### src/rtl/touch_swipe_and_double_tap_wake_defines.svh
// Assertion macros shared by the touch wake gesture block.
`ifndef TOUCH_SWIPE_AND_DOUBLE_TAP_WAKE_DEFINES_SVH
`define TOUCH_SWIPE_AND_DOUBLE_TAP_WAKE_DEFINES_SVH

// The consequent must hold in the same cycle as the antecedent.
`define TSWK_ASSERT_NOW(label, clk, rst, ante, cons) \
  label: assert property (@(posedge clk) disable iff (rst) (ante) |-> (cons)) \
    else $error("tswk assertion failed");

// The consequent must hold in the cycle after the antecedent.
`define TSWK_ASSERT_NEXT(label, clk, rst, ante, cons) \
  label: assert property (@(posedge clk) disable iff (rst) (ante) |=> (cons)) \
    else $error("tswk assertion failed");

`endif

### src/rtl/tswk_pkg.sv
`default_nettype none
package tswk_pkg;

  localparam int PANEL_WIDTH_DEF = 1080;
  localparam int TIME_BITS_DEF   = 32;

  localparam int POS_BITS  = 11;
  localparam int TICK_BITS = 32;
  localparam int ADDR_BITS = 5;
  localparam int DATA_BITS = 32;

  localparam int SW_T1       = 25;
  localparam int SW_T2       = 50;
  localparam int SW_T3       = 75;
  localparam int TAP_SPAN    = 800;
  localparam int TAP_MIN_GAP = 10;
  localparam int TAP_WINDOW  = 80;
  localparam int TAP_DELTA   = 75;
  localparam int TAP_LO      = 120;
  localparam int TAP_Y_HI    = 1800;
  localparam int TAP_X_HI    = 960;

  localparam logic CMD_SWIPE = 1'b0;
  localparam logic CMD_TAP   = 1'b1;

  typedef enum logic [2:0] {
    REG_SWEEP_MODE   = 3'd0,
    REG_TAP_ENABLE   = 3'd1,
    REG_POCKET_CHECK = 3'd2,
    REG_START_POS    = 3'd3,
    REG_MID_POS      = 3'd4,
    REG_END_POS      = 3'd5,
    REG_HEIGHT_SPLIT = 3'd6,
    REG_SWAP_AXES    = 3'd7
  } cfg_reg_e;

  typedef enum logic [1:0] {
    STAGE_IDLE  = 2'd0,
    STAGE_ONE   = 2'd1,
    STAGE_TWO   = 2'd2,
    STAGE_THREE = 2'd3
  } stage_t;

  typedef struct packed {
    logic [1:0]          sweep_mode;
    logic                tap_enable;
    logic                pocket_check_enable;
    logic [POS_BITS-1:0] start_pos;
    logic [POS_BITS-1:0] mid_pos;
    logic [POS_BITS-1:0] end_pos;
    logic [POS_BITS-1:0] height_split;
    logic                swap_axes;
  } cfg_t;

  localparam cfg_t CFG_RESET = '{
    sweep_mode:          2'd2,
    tap_enable:          1'b1,
    pocket_check_enable: 1'b1,
    start_pos:           11'd100,
    mid_pos:             11'd270,
    end_pos:             11'd540,
    height_split:        11'd100,
    swap_axes:           1'b0
  };

  typedef struct packed {
    logic                 cmd;
    logic [POS_BITS-1:0]  x_pos;
    logic [POS_BITS-1:0]  y_pos;
    logic [TICK_BITS-1:0] tick_time;
    logic [3:0]           finger_count;
    logic                 screen_off;
    logic                 pocket_clear;
  } in_item_t;

  typedef struct packed {
    logic power_press;
    logic gesture_seen;
  } out_item_t;

  typedef struct packed {
    logic go;
    logic multi;
  } ctl_t;

endpackage
`default_nettype wire

### src/rtl/touch_swipe_and_double_tap_wake.sv
// Touch wake gesture detector: swipe to wake or sleep, and double tap to wake.
// Touch samples come in on the in_valid/in_stall channel, one sample per
// transfer, and every sample gives exactly one result on the out_valid/out_stall
// channel: power_press and gesture_seen, both low when no gesture completed.
// A sample taken at one clock edge lands in the input register, is evaluated
// against the tracker state while it sits there and then loads into the result
// register, from which its result transfers.
// With no stall a new sample is taken every cycle; the tracker state is updated
// in the same cycle the result register loads, so consecutive samples see each
// other with no gap.
// When the receiver stalls, the result register holds; the input register fills
// and in_stall rises only once both stages hold an item.
// Reset empties both stages, clears all sweep and tap tracking, and loads the
// configuration defaults. Registers are at APB byte address 4*i; pready is always
// high. The user must make writes only while the block idles; nothing enforces it.
`default_nettype none
`include "touch_swipe_and_double_tap_wake_defines.svh"
module touch_swipe_and_double_tap_wake
  import tswk_pkg::*;
#(
  parameter int PANEL_WIDTH = PANEL_WIDTH_DEF,
  parameter int TIME_BITS   = TIME_BITS_DEF
) (
  input  logic                 clk,
  input  logic                 rst,
  input  logic                 in_valid,
  output logic                 in_stall,
  input  in_item_t             in_data,
  output logic                 out_valid,
  input  logic                 out_stall,
  output out_item_t            out_data,
  input  logic                 psel,
  input  logic                 penable,
  input  logic                 pwrite,
  input  logic [ADDR_BITS-1:0] paddr,
  input  logic [DATA_BITS-1:0] pwdata,
  output logic [DATA_BITS-1:0] prdata,
  output logic                 pready
);

  cfg_t                 cfg;
  logic                 s1_valid;
  in_item_t             s1_item;
  logic                 advance;
  logic [TIME_BITS-1:0] t;
  logic                 sweep_fire, tap_fire, fire, blocked;
  ctl_t                 ctl;

  assign advance  = !out_valid || !out_stall;
  assign in_stall = s1_valid && !advance;
  assign t        = TIME_BITS'(s1_item.tick_time);

  assign ctl = '{go: s1_valid && advance, multi: s1_item.finger_count > 4'd1};

  assign fire    = sweep_fire || tap_fire;
  assign blocked = s1_item.screen_off && cfg.pocket_check_enable && !s1_item.pocket_clear;

  tswk_cfg_regs u_cfg (
    .clk     (clk),
    .rst     (rst),
    .psel    (psel),
    .penable (penable),
    .pwrite  (pwrite),
    .paddr   (paddr),
    .pwdata  (pwdata),
    .prdata  (prdata),
    .pready  (pready),
    .cfg     (cfg)
  );

  tswk_sweep #(
    .PANEL_WIDTH (PANEL_WIDTH),
    .TIME_BITS   (TIME_BITS)
  ) u_sweep (
    .clk        (clk),
    .rst        (rst),
    .ctl        (ctl),
    .other_fire (tap_fire),
    .item       (s1_item),
    .cfg        (cfg),
    .t          (t),
    .fire       (sweep_fire)
  );

  tswk_tap #(
    .TIME_BITS (TIME_BITS)
  ) u_tap (
    .clk        (clk),
    .rst        (rst),
    .ctl        (ctl),
    .other_fire (sweep_fire),
    .item       (s1_item),
    .cfg        (cfg),
    .t          (t),
    .fire       (tap_fire)
  );

  always_ff @(posedge clk) begin
    if (rst) begin
      s1_valid <= 1'b0;
    end else if (!in_stall) begin
      s1_valid <= in_valid;
    end
  end

  always_ff @(posedge clk) begin
    if (in_valid && !in_stall) begin
      s1_item <= in_data;
    end
  end

  always_ff @(posedge clk) begin
    if (rst) begin
      out_valid <= 1'b0;
    end else if (advance) begin
      out_valid <= s1_valid;
    end
  end

  always_ff @(posedge clk) begin
    if (s1_valid && advance) begin
      out_data.power_press  <= fire && !blocked;
      out_data.gesture_seen <= fire;
    end
  end

  `TSWK_ASSERT_NOW(a_stall_when_full, clk, rst, in_stall, s1_valid && out_valid && out_stall)
  `TSWK_ASSERT_NOW(a_one_source, clk, rst, sweep_fire, !tap_fire)
  `TSWK_ASSERT_NEXT(a_fire_reported, clk, rst, fire, out_valid && out_data.gesture_seen)
  `TSWK_ASSERT_NOW(a_press_is_gesture, clk, rst, out_valid && out_data.power_press,
                   out_data.gesture_seen)

endmodule
`default_nettype wire

### src/rtl/tswk_cfg_regs.sv
`default_nettype none
module tswk_cfg_regs
  import tswk_pkg::*;
(
  input  logic                 clk,
  input  logic                 rst,
  input  logic                 psel,
  input  logic                 penable,
  input  logic                 pwrite,
  input  logic [ADDR_BITS-1:0] paddr,
  input  logic [DATA_BITS-1:0] pwdata,
  output logic [DATA_BITS-1:0] prdata,
  output logic                 pready,
  output cfg_t                 cfg
);

  cfg_reg_e reg_sel;

  assign reg_sel = cfg_reg_e'(paddr[ADDR_BITS-1:2]);
  assign pready  = 1'b1;

  always_ff @(posedge clk) begin
    if (rst) begin
      cfg <= CFG_RESET;
    end else if (psel && penable && pwrite) begin
      case (reg_sel)
        REG_SWEEP_MODE:   cfg.sweep_mode <= pwdata[1:0];
        REG_TAP_ENABLE:   cfg.tap_enable <= pwdata[0];
        REG_POCKET_CHECK: cfg.pocket_check_enable <= pwdata[0];
        REG_START_POS:    cfg.start_pos <= pwdata[POS_BITS-1:0];
        REG_MID_POS:      cfg.mid_pos <= pwdata[POS_BITS-1:0];
        REG_END_POS:      cfg.end_pos <= pwdata[POS_BITS-1:0];
        REG_HEIGHT_SPLIT: cfg.height_split <= pwdata[POS_BITS-1:0];
        REG_SWAP_AXES:    cfg.swap_axes <= pwdata[0];
        default:          cfg <= cfg;
      endcase
    end
  end

  always_comb begin
    prdata = '0;
    case (reg_sel)
      REG_SWEEP_MODE:   prdata = {30'd0, cfg.sweep_mode};
      REG_TAP_ENABLE:   prdata = {31'd0, cfg.tap_enable};
      REG_POCKET_CHECK: prdata = {31'd0, cfg.pocket_check_enable};
      REG_START_POS:    prdata = {21'd0, cfg.start_pos};
      REG_MID_POS:      prdata = {21'd0, cfg.mid_pos};
      REG_END_POS:      prdata = {21'd0, cfg.end_pos};
      REG_HEIGHT_SPLIT: prdata = {21'd0, cfg.height_split};
      REG_SWAP_AXES:    prdata = {31'd0, cfg.swap_axes};
      default:          prdata = '0;
    endcase
  end

endmodule
`default_nettype wire

### src/rtl/tswk_sweep.sv
`default_nettype none
module tswk_sweep
  import tswk_pkg::*;
#(
  parameter int PANEL_WIDTH = PANEL_WIDTH_DEF,
  parameter int TIME_BITS   = TIME_BITS_DEF
) (
  input  logic                 clk,
  input  logic                 rst,
  input  ctl_t                 ctl,
  input  logic                 other_fire,
  input  in_item_t             item,
  input  cfg_t                 cfg,
  input  logic [TIME_BITS-1:0] t,
  output logic                 fire
);

  localparam logic [TIME_BITS-1:0] T1 = TIME_BITS'(SW_T1);
  localparam logic [TIME_BITS-1:0] T2 = TIME_BITS'(SW_T2);
  localparam logic [TIME_BITS-1:0] T3 = TIME_BITS'(SW_T3);
  localparam logic [POS_BITS:0]    PW = (POS_BITS+1)'(PANEL_WIDTH);

  stage_t               wake_stage, wake_stage_next;
  stage_t               sleep_stage, sleep_stage_next;
  logic [TIME_BITS-1:0] start_time, start_time_next;

  logic [POS_BITS-1:0]  c, h;
  logic [TIME_BITS-1:0] dt;
  logic [POS_BITS:0]    sum1, sum2, sum3;
  logic                 wake_zone, sleep_zone;

  // Sleep boundaries are PANEL_WIDTH minus a position, so compare c + pos to the width.
  assign c    = cfg.swap_axes ? item.y_pos : item.x_pos;
  assign h    = cfg.swap_axes ? item.x_pos : item.y_pos;
  assign dt   = t - start_time;
  assign sum1 = {1'b0, c} + {1'b0, cfg.start_pos};
  assign sum2 = {1'b0, c} + {1'b0, cfg.mid_pos};
  assign sum3 = {1'b0, c} + {1'b0, cfg.end_pos};
  assign wake_zone  = item.screen_off && (cfg.sweep_mode != 2'd0) && (h > cfg.height_split);
  assign sleep_zone = !item.screen_off && cfg.sweep_mode[1] && (h < cfg.height_split);

  always_comb begin
    wake_stage_next  = wake_stage;
    sleep_stage_next = sleep_stage;
    start_time_next  = start_time;
    fire             = 1'b0;
    if (ctl.go) begin
      if (ctl.multi) begin
        wake_stage_next  = STAGE_IDLE;
        sleep_stage_next = STAGE_IDLE;
        start_time_next  = '0;
      end else if (item.cmd == CMD_SWIPE) begin
        if (wake_zone) begin
          if (c < cfg.start_pos) begin
            wake_stage_next = STAGE_ONE;
            start_time_next = t;
          end else if (wake_stage == STAGE_ONE && c > cfg.start_pos && dt < T1) begin
            wake_stage_next = STAGE_TWO;
          end else if (wake_stage == STAGE_TWO && c > cfg.mid_pos && dt < T2) begin
            wake_stage_next = STAGE_THREE;
          end else if (wake_stage == STAGE_THREE && c > cfg.end_pos && dt < T3) begin
            fire = 1'b1;
          end
        end else if (sleep_zone) begin
          if (sum1 > PW) begin
            sleep_stage_next = STAGE_ONE;
            start_time_next  = t;
          end else if (sleep_stage == STAGE_ONE && sum1 < PW && dt < T1) begin
            sleep_stage_next = STAGE_TWO;
          end else if (sleep_stage == STAGE_TWO && sum2 < PW && dt < T2) begin
            sleep_stage_next = STAGE_THREE;
          end else if (sleep_stage == STAGE_THREE && sum3 < PW && dt < T3) begin
            fire = 1'b1;
          end
        end
        if (fire) begin
          wake_stage_next  = STAGE_IDLE;
          sleep_stage_next = STAGE_IDLE;
          start_time_next  = '0;
        end
      end
    end
  end

  always_ff @(posedge clk) begin
    if (rst) begin
      wake_stage  <= STAGE_IDLE;
      sleep_stage <= STAGE_IDLE;
      start_time  <= '0;
    end else if (other_fire) begin
      wake_stage  <= STAGE_IDLE;
      sleep_stage <= STAGE_IDLE;
      start_time  <= '0;
    end else begin
      wake_stage  <= wake_stage_next;
      sleep_stage <= sleep_stage_next;
      start_time  <= start_time_next;
    end
  end

endmodule
`default_nettype wire

### src/rtl/tswk_tap.sv
`default_nettype none
module tswk_tap
  import tswk_pkg::*;
#(
  parameter int TIME_BITS = TIME_BITS_DEF
) (
  input  logic                 clk,
  input  logic                 rst,
  input  ctl_t                 ctl,
  input  logic                 other_fire,
  input  in_item_t             item,
  input  cfg_t                 cfg,
  input  logic [TIME_BITS-1:0] t,
  output logic                 fire
);

  localparam logic [TIME_BITS-1:0] SPAN   = TIME_BITS'(TAP_SPAN);
  localparam logic [TIME_BITS-1:0] GAP    = TIME_BITS'(TAP_MIN_GAP);
  localparam logic [TIME_BITS-1:0] WINDOW = TIME_BITS'(TAP_WINDOW);
  localparam logic [POS_BITS-1:0]  DELTA  = POS_BITS'(TAP_DELTA);
  localparam logic [POS_BITS-1:0]  LO     = POS_BITS'(TAP_LO);
  localparam logic [POS_BITS-1:0]  Y_HI   = POS_BITS'(TAP_Y_HI);
  localparam logic [POS_BITS-1:0]  X_HI   = POS_BITS'(TAP_X_HI);

  // The latest tap's time and position are kept, plus the first tap's time only.
  logic [TIME_BITS-1:0] last_time, last_time_next;
  logic [POS_BITS-1:0]  last_x, last_x_next;
  logic [POS_BITS-1:0]  last_y, last_y_next;
  logic [TIME_BITS-1:0] first_time, first_time_next;

  logic [TIME_BITS-1:0] span, gap;
  logic [POS_BITS-1:0]  dx, dy;
  logic                 in_box;

  assign span   = t - first_time;
  assign gap    = t - last_time;
  assign dx     = (item.x_pos >= last_x) ? item.x_pos - last_x : last_x - item.x_pos;
  assign dy     = (item.y_pos >= last_y) ? item.y_pos - last_y : last_y - item.y_pos;
  assign in_box = item.y_pos > LO && item.y_pos < Y_HI && item.x_pos > LO &&
                  item.x_pos < X_HI;

  always_comb begin
    last_time_next  = last_time;
    last_x_next     = last_x;
    last_y_next     = last_y;
    first_time_next = first_time;
    fire            = 1'b0;
    if (ctl.go && item.cmd == CMD_TAP) begin
      if (ctl.multi) begin
        last_time_next  = '0;
        last_x_next     = '0;
        last_y_next     = '0;
        first_time_next = '0;
      end else begin
        last_time_next = t;
        last_x_next    = item.x_pos;
        last_y_next    = item.y_pos;
        if (first_time == '0) begin
          first_time_next = t;
        end else if (span > SPAN) begin
          last_time_next  = '0;
          last_x_next     = '0;
          last_y_next     = '0;
          first_time_next = '0;
        end else if (gap >= GAP && item.screen_off && cfg.tap_enable) begin
          fire            = in_box && span < WINDOW && dx < DELTA && dy < DELTA;
          last_time_next  = '0;
          last_x_next     = '0;
          last_y_next     = '0;
          first_time_next = '0;
        end
      end
    end
  end

  always_ff @(posedge clk) begin
    if (rst) begin
      last_time  <= '0;
      last_x     <= '0;
      last_y     <= '0;
      first_time <= '0;
    end else if (other_fire) begin
      last_time  <= '0;
      last_x     <= '0;
      last_y     <= '0;
      first_time <= '0;
    end else begin
      last_time  <= last_time_next;
      last_x     <= last_x_next;
      last_y     <= last_y_next;
      first_time <= first_time_next;
    end
  end

endmodule
`default_nettype wire
### config.mk
export PLATFORM = sky130hd
export DESIGN_NAME = touch_swipe_and_double_tap_wake
export DESIGN_NICKNAME = d
export VERILOG_FILES = /design/src/rtl/tswk_pkg.sv /design/src/rtl/touch_swipe_and_double_tap_wake.sv /design/src/rtl/tswk_cfg_regs.sv /design/src/rtl/tswk_sweep.sv /design/src/rtl/tswk_tap.sv
export VERILOG_INCLUDE_DIRS = /design/src /design/src/rtl
export SDC_FILE = /design/constraint.sdc
export NUM_CORES = 1
export LEC_CHECK = 0
export ABC_AREA = 1
export BUFFER_PORTS_ARGS = -buffer_cell sky130_fd_sc_hd__buf_2
export CORE_MARGIN = 5
export CORE_UTILIZATION = 50
export CTS_CLUSTER_DIAMETER = 150
export DETAILED_ROUTE_END_ITERATION = 10
export PLACE_DENSITY = 0.78
export SLEW_MARGIN = 40
export SYNTH_ARGS = -nofsm -noshare
export SYNTH_HDL_FRONTEND = slang
export SYNTH_SLANG_ARGS = --single-unit
### constraint.sdc
create_clock -name clk -period 4.5 [get_ports clk]
set_input_delay 0.675 -clock clk [delete_from_list [all_inputs] [get_ports clk]]
set_output_delay 0.675 -clock clk [all_outputs]
set_load 0.02 [all_outputs]
==> results.yml <==
clock_tree:
  htreeDepth: 1
  cts.root.buffer_cell: "sky130_fd_sc_hd__clkbuf_16"
  clock_tree_from_tritoncts: "built"
  worstSkewPairLatency_ns: 0.56
  clock_sink_count: 235
  numCtsBuffers: 27
  cts.clk_slew.worst_paths_ns: 0.06
  clockBufferDepth: 3
  cts-hold-fix-buffers: 0
sta:
  totalNegativeSetupSlack_ns: 0
  fin_crit_sh_pct: 92.3
  worst_pin_slew_ns: 0.820
  final.setup_skew_ns: 0.0133
  report.final.hold_viol_count: 0
  grt_setup_unrepaired: "no"
  setup_slack_ns: 0.347
  final_setup_fails: 0
  maxSlewHeadroom_pct: 44.9
  fin_crit_ns: 4.15
  maxSlewViolCount: 0
  hold_ws_ns: 0.288
  fmaxAchievable_mhz: 241
grt:
  number_of_antenna_violations_at_the_first_check_in_global_routing: 0
  wire_length_of_the_first_global_routing_pass_um: 102000
  grt_start_max_net_pins: 87
  grt_use_total_pct: 25.9
  grt.overflow.total: 0
  vias_in_the_first_global_route: 20214
detailed_routing:
  detailedRoute.firstIterationViolations: 1772
  route.final.wire_length_um: 62700
  route.antenna.remaining_nets: 0
  post-route-drc-count: 0
  wl_per_cell_um: 15.1
  vias: 22109
  first_pass_detailed_route_iteration_total: 5
  detail_route.vias_per_cell: 5.31
worst_setup_path:
  critPathCaptureType: "flop"
  cpMostUsedCell: "sky130_fd_sc_hd__nand2_1"
  critical_path_peak_fanout: 86
  crit_slowest_cell: "sky130_fd_sc_hd__o21ai_0"
  ff2ff_path_depth: 22
  timing_worst_setup_path_type: "flop to flop"
  worst_r2r_end: "u_tap.last_x[1]"
  worstPathCellList: "inv_1 -> o21ai_0 -> ha_1 -> nor2_1 -> nand2_1 -> nand3_1 -> nand2_1 -> nand2_1 -> nand2_1 -> nand2_1 -> nand2_1 -> nor3_1 -> nand2_1 -> nand3_1 -> nand2_1 -> inv_1 -> nand4_4 -> nand2_1 -> nand4_1 -> nand2_2 -> buf_12 -> a21oi_1"
  cp-start-kind: "flop"
  required_ns: 4.92
  critical_path.reg2reg.startpoint: "s1_item[51]"
  timing.critical_path.arrival_ns: 4.57
  max_stage_delay_ns: 0.58
  ff_to_ff_setup_slack_ns: 0.35
final_layout:
  register_cell_area_after_layout_um2: 5330
  filler_cells: 4236
  drive_gt1_share_pct: 6.60
  layout.cell_area.non_filler_um2: 23700
  multiInputGateArea_um2: 13800
  synthToLayoutAreaGrowth_pct: 9.98
  diodes: 0
  fin_nets: 3887
  most-common-layout-cells: "sky130_fd_sc_hd__nand2_1 (993), sky130_fd_sc_hd__inv_1 (528), sky130_fd_sc_hd__nor2_1 (356), sky130_fd_sc_hd__a21oi_1 (314), sky130_fd_sc_hd__ha_1 (216)"
  mostFrequentLayoutCell: "sky130_fd_sc_hd__nand2_1"
synth:
  synthCells: 3450
  synthesis.area_per_instance_um2: 6.26
  synth_cell_type_count: 53
  ys_seq_elements: 235
  async_reset_ff_share_pct: 0
  post_synth_edffs: 62
  synth-seq-area-share_pct: 24.7
  ys.flop_type: "sky130_fd_sc_hd__dfxtp_1"
  synthesis.yosys.warnings: 0
  synth_area_um2: 21600
floorplanning:
  fp.coreArea_um2: 42900
  start_util_pct: 50.4
  die_area_um2: 47400
  die_h_um: 218
  die_w_um: 218
  design.portCount: 142
  floorplan.rows: 76
pwr:
  clockPowerShare_pct: 36.9
  p_int_uw: 4230
  total_power_density_per_cell_area_nw_per_um2: 268
  power.sequential.fraction_pct: 36.4
  switching_share_pct: 33.6
  power.ir.vdd_worst_uv: 323
  total_power_uw: 6370
  cellLeakagePower_uw: 0.0113
  combPwrFrac_pct: 26.7
  power.net_switching_uw: 2140
placed_design:
  pre_cts_ws_ns: 0.210
  post_placement_cell_area_um2: 22800
  gp_routability_congestion: 0.965
  placement.io_buffers: 95
  dp_hpwl_um: 49900
job:
  maxCapViolations: 0
outcome:
  outcome: "completed"
min_path:
  timing.hold.worst_path_depth: 1
  worst_hold_path_type: "input pin to flop"
  hp-start: "in_data[19]"
  hold-path-endpoint: "t[13]"
repair_timing:
action                                  4_1_cts  5_1_grt
endpoints found under the setup margin        0      119
setup buffers                                 0        4
resized for setup                             0        5
cell families after synthesis:
kind of cell | Yosys count | share of synthesized area (%)
xor+xnor | 69 | 2.80
simple gates | 1727 | 33.4
compound gates | 559 | 13.9
fa+ha+maj | 225 | 13.3
flops | 235 | 24.7
buf+inv | 633 | 11.9
other cells | 2 | 0.0348
synth_stat cells, drive strengths merged (2+ instances only):
cell type | instances | area (um^2)
nand2 | 1001 | 3770
inv | 538 | 2020
nor2 | 362 | 1380
a21oi | 315 | 1590
ha | 217 | 2720
nand3 | 210 | 1090
dfxtp | 173 | 3460
o21ai | 170 | 851
edfxtp | 62 | 1860
buf | 60 | 425
nand4 | 58 | 378
nor3 | 41 | 215
xor2 | 39 | 342
clkbuf | 34 | 130
xnor2 | 30 | 263
nand3b | 19 | 143
nor4 | 16 | 100
a21o | 14 | 105
o21bai | 14 | 105
o211ai | 10 | 75.1
o21a | 9 | 67.6
fa | 8 | 160
o2111ai | 7 | 61.3
or2 | 7 | 43.8
and2 | 6 | 37.5
a31oi | 5 | 31.3
and3 | 5 | 31.3
a211oi | 3 | 22.5
a21boi | 3 | 22.5
o31ai | 3 | 22.5
a221oi | 2 | 17.5
conb | 2 | 7.51
nor3b | 2 | 15.0
o22ai | 2 | 12.5
power by group through the flow:
stage                     Sequential (uW)  Clock, uW  Combinational [uW]
after CTS                            2310       2380                1670
after floorplan                      2340          0                1250
after detailed placement             2360          0                1660
final                                2320       2350                1700
after global routing                 2320       2480                1930
after global placement               2360          0                1650
worst max-delay path: cells and delay by family, from the launching register on:
family,cells,cell delay (ns)
compound gates,2,0.68
flops,1,0.44
simple gates,16,1.80
fa+ha+maj,1,0.42
buf+inv,3,0.59
how the worst max path moves through the flow:
stage                       from                      to  slack [ns]  depth (start not counted)
CTS                 u_cfg.cfg[0]     u_tap.first_time[7]        0.16                         23
finish               s1_item[51]         u_tap.last_x[1]        0.35                         22
floorplan           u_cfg.cfg[0]  u_sweep.start_time[24]        1.02                         21
detailed placement  u_cfg.cfg[0]    u_tap.first_time[26]        0.21                         23
global route         s1_item[51]  u_sweep.start_time[19]        0.06                         24
global placement    u_cfg.cfg[0]     u_tap.last_time[29]        0.26                         21
routing by layer:
| layer | GRT usage, % | vias to the layer above | part of all wire [%] | wire (um) |
|---|---|---|---|---|
| met5 | 0 | - | 0 | 0 |
| met4 | 9.32 | 0 | 3.8 | 2360 |
| met3 | 3.17 | 120 | 7.0 | 4380 |
| met2 | 42.1 | 687 | 44 | 27400 |
| met1 | 35.6 | 10021 | 46 | 28600 |
| li1 | - | 11281 | - | - |
sequential cells by signal, indices dropped and copies added (netlist names):
register / cells
s1_item: 28
t: 32
out_data: 2
u_tap.last_x: 11
s1_valid: 1
u_tap.last_y: 11
u_tap.first_time: 32
u_sweep.sleep_stage: 2
out_valid: 1
u_cfg.cfg: 49
u_tap.last_time: 32
u_sweep.start_time: 32
u_sweep.wake_stage: 2
final cells by class:
| class | instances | area share (%) |
|---|---|---|
| clock inverter | 19 | 1.01 |
| tap | 585 | 3.08 |
| clock buffer | 31 | 2.95 |
| timing repair buffer | 152 | 3.94 |
| sequential | 235 | 22.4 |
| multi-input combinational | 2602 | 58.1 |
| inverter | 539 | 8.53 |
through the flow:
stage / instances / util [%]
2_1_floorplan: 3470 / -
3_3_place_gp: 4108 / 53.1
3_5_place_dp: 4109 / 53.1
4_1_cts: 4159 / 55.3
5_1_grt: 4163 / 55.4
6_report: 4163 / 55.4
(Power assumes the default switching activity.)
